`src/euler_zyx_rotation_matrix_unit_macros.svh`:
```
// ---------------------------------------------------------------------------
// Assertion macros for the Euler ZYX rotation matrix unit
// Shared concurrent assertion forms, clocked on clk with reset rst_n.
// ---------------------------------------------------------------------------
`ifndef EULER_ZYX_ROTATION_MATRIX_UNIT_MACROS_SVH
`define EULER_ZYX_ROTATION_MATRIX_UNIT_MACROS_SVH

// Same-cycle implication.
`define EZYX_ASSERT_IMP(label, lhs, rhs) \
    label: assert property (@(posedge clk) disable iff (!rst_n) (lhs) |-> (rhs)) \
        else $error("ezyx same-cycle check failed");

// Next-cycle implication.
`define EZYX_ASSERT_NEXT(label, lhs, rhs) \
    label: assert property (@(posedge clk) disable iff (!rst_n) (lhs) |=> (rhs)) \
        else $error("ezyx next-cycle check failed");

`endif

```
`src/ezyx_pkg.sv`:
```
// ---------------------------------------------------------------------------
// ezyx_pkg
// Shared widths, constants, types and the arctangent table of the unit.
// ---------------------------------------------------------------------------
`timescale 1ns / 1ps

package ezyx_pkg;

    localparam int CORDIC_STAGES = 14;
    localparam int OUT_FRAC_BITS = 14;
    localparam int ATAN_ENTRIES  = 20;

    localparam int ANG_W = 16;
    localparam int XY_W  = 34;
    localparam int Z_W   = 35;
    localparam int Q_W   = 32;
    localparam int SUM_W = 33;
    localparam int OUT_W = 16;
    localparam int IDX_W = 5;
    localparam int ANG_SHIFT = 17;
    localparam int ONE_SHIFT = 30;

    localparam logic signed [XY_W-1:0] GAIN_Q30    = 34'sd652032874;
    localparam logic signed [Z_W-1:0]  PI_Q30      = 35'sd3373259426;
    localparam logic signed [Z_W-1:0]  HALF_PI_Q30 = 35'sd1686629713;

    // One angle lane of a CORDIC cell.
    typedef struct packed {
        logic signed [XY_W-1:0] x;
        logic signed [XY_W-1:0] y;
        logic signed [Z_W-1:0]  z;
        logic                   neg;
    } ezyx_lane_t;

    // Contents of one cell: valid flag and three lanes (x, y, z angles).
    typedef struct packed {
        logic              valid;
        ezyx_lane_t [2:0]  lane;
    } ezyx_stage_t;

    // Arctangent of 2^-i in Q30, rounded to nearest.
    function automatic logic signed [Z_W-1:0] atan_q30(input logic [IDX_W-1:0] idx);
        logic signed [Z_W-1:0] v;
        begin
            case (idx)
                5'd0:    v = 35'sd843314857;
                5'd1:    v = 35'sd497837829;
                5'd2:    v = 35'sd263043837;
                5'd3:    v = 35'sd133525159;
                5'd4:    v = 35'sd67021687;
                5'd5:    v = 35'sd33543516;
                5'd6:    v = 35'sd16775851;
                5'd7:    v = 35'sd8388437;
                5'd8:    v = 35'sd4194283;
                5'd9:    v = 35'sd2097149;
                5'd10:   v = 35'sd1048576;
                5'd11:   v = 35'sd524288;
                5'd12:   v = 35'sd262144;
                5'd13:   v = 35'sd131072;
                5'd14:   v = 35'sd65536;
                5'd15:   v = 35'sd32768;
                5'd16:   v = 35'sd16384;
                5'd17:   v = 35'sd8192;
                5'd18:   v = 35'sd4096;
                5'd19:   v = 35'sd2048;
                default: v = '0;
            endcase
            return v;
        end
    endfunction

    // Q30 product, floor of the full product shifted right by 30.
    function automatic logic signed [Q_W-1:0] mul_q30(input logic signed [Q_W-1:0] a,
                                                      input logic signed [Q_W-1:0] b);
        logic signed [2*Q_W-1:0] p;
        begin
            p = a * b;
            return Q_W'(p >>> ONE_SHIFT);
        end
    endfunction

endpackage

```
`src/ezyx_cordic_cell.sv`:
```
// ---------------------------------------------------------------------------
// ezyx_cordic_cell
// One rotation-mode CORDIC iteration for three angle lanes, registered.
// ---------------------------------------------------------------------------
`timescale 1ns / 1ps

module ezyx_cordic_cell
(
    input  logic                            clk,
    input  logic                            rst_n,
    input  logic                            en,
    input  logic [ezyx_pkg::IDX_W-1:0]      stage_idx,
    input  ezyx_pkg::ezyx_stage_t           cell_in,
    output ezyx_pkg::ezyx_stage_t           cell_out
);

    ezyx_pkg::ezyx_stage_t       stage_next;
    logic                        valid_reg;
    ezyx_pkg::ezyx_lane_t [2:0]  lane_reg;

    // Rotate each lane toward zero residual angle.
    always_comb
    begin
        logic signed [ezyx_pkg::XY_W-1:0] xs;
        logic signed [ezyx_pkg::XY_W-1:0] ys;
        logic signed [ezyx_pkg::Z_W-1:0]  at;
        stage_next       = cell_in;
        at               = ezyx_pkg::atan_q30(stage_idx);
        for (int k = 0; k < 3; k++)
        begin
            xs = cell_in.lane[k].x >>> stage_idx;
            ys = cell_in.lane[k].y >>> stage_idx;
            if (cell_in.lane[k].z >= 0)
            begin
                stage_next.lane[k].x = cell_in.lane[k].x - ys;
                stage_next.lane[k].y = cell_in.lane[k].y + xs;
                stage_next.lane[k].z = cell_in.lane[k].z - at;
            end
            else
            begin
                stage_next.lane[k].x = cell_in.lane[k].x + ys;
                stage_next.lane[k].y = cell_in.lane[k].y - xs;
                stage_next.lane[k].z = cell_in.lane[k].z + at;
            end
        end
    end

    // Valid flag is reset; lane data is plain payload.
    always_ff @(posedge clk or negedge rst_n)
    begin
        if (!rst_n)
        begin
            valid_reg <= 1'b0;
        end
        else if (en)
        begin
            valid_reg <= stage_next.valid;
        end
    end

    always_ff @(posedge clk)
    begin
        if (en)
        begin
            lane_reg <= stage_next.lane;
        end
    end

    assign cell_out.valid = valid_reg;
    assign cell_out.lane  = lane_reg;

endmodule

```
`config.mk`:
```
export PLATFORM = sky130hd
export DESIGN_NAME = ezyx_cordic_cell
export DESIGN_NICKNAME = d
export VERILOG_FILES = /design/src/euler_zyx_rotation_matrix_unit_macros.svh /design/src/ezyx_pkg.sv /design/src/ezyx_cordic_cell.sv
export SDC_FILE = /design/constraint.sdc
export NUM_CORES = 2
export LEC_CHECK = 0
export ABC_CLOCK_PERIOD_IN_PS = 1450
export BUFFER_PORTS_ARGS = -buffer_cell sky130_fd_sc_hd__buf_2
export CORE_MARGIN = 5
export CORE_UTILIZATION = 40
export DETAILED_ROUTE_END_ITERATION = 16
export PLACE_DENSITY_LB_ADDON = 0.1
export SLEW_MARGIN = 10
export SYNTH_ARGS = -nofsm -noshare
export SYNTH_HDL_FRONTEND = slang
export SYNTH_SLANG_ARGS = --single-unit
```
`constraint.sdc`:
```
create_clock -name clk -period 1.45 [get_ports clk]
set_clock_uncertainty 0.05 [all_clocks]
set_input_delay 0.145 -clock clk [delete_from_list [all_inputs] [get_ports clk]]
set_output_delay 0.145 -clock clk [all_outputs]
set_load 0.01 [all_outputs]
```
==> reports/metrics.yaml <==
floorplan:
  chipWidth_um: 341
  ios: 634
  start_util: 0.402
  core_area_um2: 109000
  die-area_um2: 116000
  die_h_um: 341
  num_rows: 121
clock_network:
  postCtsHoldBufs: 15
  root_buffer: "clkbuf_16"
  h-tree-depth: 2
  cts_tree: "built"
  clk_pin_slew_ps: 60
  cts_buffers: 39
  clk_latency_ps: 610
  cts_sinks: 313
  cts_max_path_buffers: 3
routing:
  wl_per_cell_um: 25.3
  route.detailed.drc: 0
  routed_via_density: 5.81
  ant_nets: 0
  routed_wl_mm: 232
  vias: 53300
  drt-initial-drc-count: 5437
  firstDrtPassIters: 6
yosys:
  syn_area_per_cell_um2: 9.04
  synth_nets: 5480
  synth_ff_type: "edfxtp_1"
  syn_area_um2: 43700
  ys_seq_area_frac: 0.215
  ys_ff_latch: 313
  postSynth.asyncResetShare: 0.00319
  yosysWarnings: 0
  synth_edf_count: 312
  synth.distinct_cells: 106
  synthCells: 4837
critical_path:
  cp.arrival_ps: 5270
  end_kind: "register"
  startpoint_type: "input port"
  worstSetupPathType: "in -> reg"
  required_ps: 1760
  path_max_fanout: 7
global_route:
  grt-ovfl-total: 0
  grt_pass1_vias: 51700
  grt_usage: 0.379
  grt_pass1_wl_mm: 335
  antenna_found_initial: 30
  grt_max_degree: 49
final_layout:
  multiInputGateArea_um2: 36000
  final_common_cell: "buf_4"
  fin_util: 0.664
  register_area_um2: 9390
  nNetsFinal: 8345
  drive_above_1_share: 0.527
  largest_reg_flops: 312
  num-fill-cells: 9084
  syn2layout_area_growth_pct: 65.1
  fin_cells: 9172
  final_cell_mix: "buf_4 (2264), buf_2 (624), nand2_1 (395)"
pwr:
  p_int_mw: 41.2
  swShare: 0.403
  p_leak_nw: 32.8
  power_mw: 69.0
  combPwrFrac: 0.650
  p_per_area_nw_per_um2: 957
  seqPwrFrac: 0.207
  irDropWorstVdd_uv: 1220
  p_sw_mw: 27.8
  p_clk_frac: 0.142
sta:
  grt_setup_unrepaired: "true"
  worst_slack_ps: -3510
  maxSlewViolCount: 0
  final-setup-viol-count: 312
  finalHoldViolations: 9
  holdWs_ps: -202
  finalCriticalPeriod_ps: 4960
  worst_pin_slew_ps: 1260
  maxClockFrequency_mhz: 202
  slew_headroom: 0.152
  fin_crit_sh: 3.42
outcome:
  violations: "hold timing, setup timing"
  status: "finished, violations left"
min_path:
  hold_path_class: "in -> reg"
run:
  drv_cap: 0
placed_design:
  hpwl_mm: 189
  place_inst: 8813
  portBuffers: 633
  place_congestion: 1.06
  pre_cts_ws_ps: -4630
[power groups by stage]
stage / Clock [mW] / Combinational (mW) / Sequential (mW)
floorplan: 0 / 18.4 / 15.7
global placement: 0 / 39.2 / 14.4
detailed placement: 0 / 39.5 / 14.5
CTS: 10.0 / 42.5 / 14.3
global route: 10.4 / 47.7 / 14.5
finish: 9.83 / 44.9 / 14.3
[stage by stage]
step	cell area (um^2)	hold slack, ps	TNS [ps]
after floorplan	45100	-201	-905800
after global routing	72100	-201	-826400
after global placement	65500	-130	-1021450
after CTS	70300	-236	-747980
final	72200	-202	-782840
after detailed placement	65500	-128	-1032860
[timing repair]
action                                  CTS  global route
buffers inserted                        163            95
pin swaps                               214           226
gates cloned                              7             1
hold endpoints to repair                 61             8
endpoints found under the setup margin  324           321
gates resized for setup                 464           240
[synth_stat cells, types with 51 or more instances]
| library cell | number | area share |
|---|---|---|
| nand2_1 | 421 | 0.036 |
| nor2_1 | 365 | 0.031 |
| a21oi_1 | 351 | 0.040 |
| xnor2_1 | 330 | 0.066 |
| ha_1 | 313 | 0.090 |
| edfxtp_1 | 312 | 0.21 |
| o21ai_0 | 283 | 0.032 |
| mux2i_1 | 197 | 0.045 |
| mux4_2 | 191 | 0.098 |
| xor2_1 | 168 | 0.034 |
| inv_1 | 126 | 0.011 |
| a21o_1 | 120 | 0.021 |
| clkbuf_1 | 113 | 0.0097 |
| mux2_2 | 109 | 0.028 |
| nand3_1 | 86 | 0.0098 |
| nand2b_1 | 81 | 0.012 |
| nor3_1 | 78 | 0.0089 |
| o21a_1 | 67 | 0.012 |
| a211oi_1 | 63 | 0.011 |
| buf_2 | 56 | 0.0064 |
| nor2b_1 | 53 | 0.0076 |
| o22ai_1 | 53 | 0.0076 |
| o31ai_1 | 52 | 0.0089 |
| o211ai_1 | 51 | 0.0088 |
[kinds of logic after synthesis]
logic type,after synthesis,synth area share
flops,313,0.215
xor+xnor,498,0.0998
mux,512,0.177
compound gates,1454,0.221
buf+inv,382,0.0450
fa+ha+maj,322,0.0937
simple gates,1356,0.149
[layout make-up]
cell class | count | share of cell area
Antenna cell | 26 | 0.000902
Clock buffer | 45 | 0.0138
Clock inverter | 26 | 0.00338
Inverter | 128 | 0.00687
Multi-Input combinational cell | 4142 | 0.499
Sequential cell | 313 | 0.130
Tap cell | 1414 | 0.0245
Timing Repair Buffer | 3078 | 0.321
[routing by layer]
metal | up-vias | GRT usage | wire [um]
met1 | 25800 | 0.537 | 100000
li1 | 24300 | - | -
met5 | - | 0 | 49
met3 | 486 | 0.107 | 25800
met2 | 2757 | 0.559 | 97000
met4 | 8 | 0.118 | 8940
[path summary, 6_finish.rpt]
path / slack [ps] / end / cells after the start / from
worst max-delay path: -3510 / cell_out[56]$_DFFE_PP_ / 27 / stage_idx[0]
worst min-delay path: -200 / cell_out[244]$_DFFE_PP_ / 2 / cell_in[244]
worst max register to register: 660 / valid_reg$_DFFE_PN0P_ / 1 / valid_reg$_DFFE_PN0P_
worst min register to register: 460 / valid_reg$_DFFE_PN0P_ / 1 / valid_reg$_DFFE_PN0P_
max in group asynchronous: 910 / valid_reg$_DFFE_PN0P_ / 3 / rst_n
min in group asynchronous: 340 / valid_reg$_DFFE_PN0P_ / 3 / rst_n
[critical path, stage by stage]
cell	delay, ps
buf_16	140
buf_12	170
buf_12	110
mux4_2	520
a222oi_1	440
buf_4	210
o221ai_2	90
nor2_1	140
buf_4	180
ha_4	160
nand2_4	50
or3_4	390
buf_4	150
buf_6	110
o21ai_2	120
xnor2_1	90
ha_1	360
o21a_1	220
nor2_2	140
nor2_2	60
a221oi_2	310
a21oi_2	130
a21o_1	200
a31o_2	210
o21a_1	180
nor2_2	130
xnor2_1	100
(Power assumes the default switching activity.)
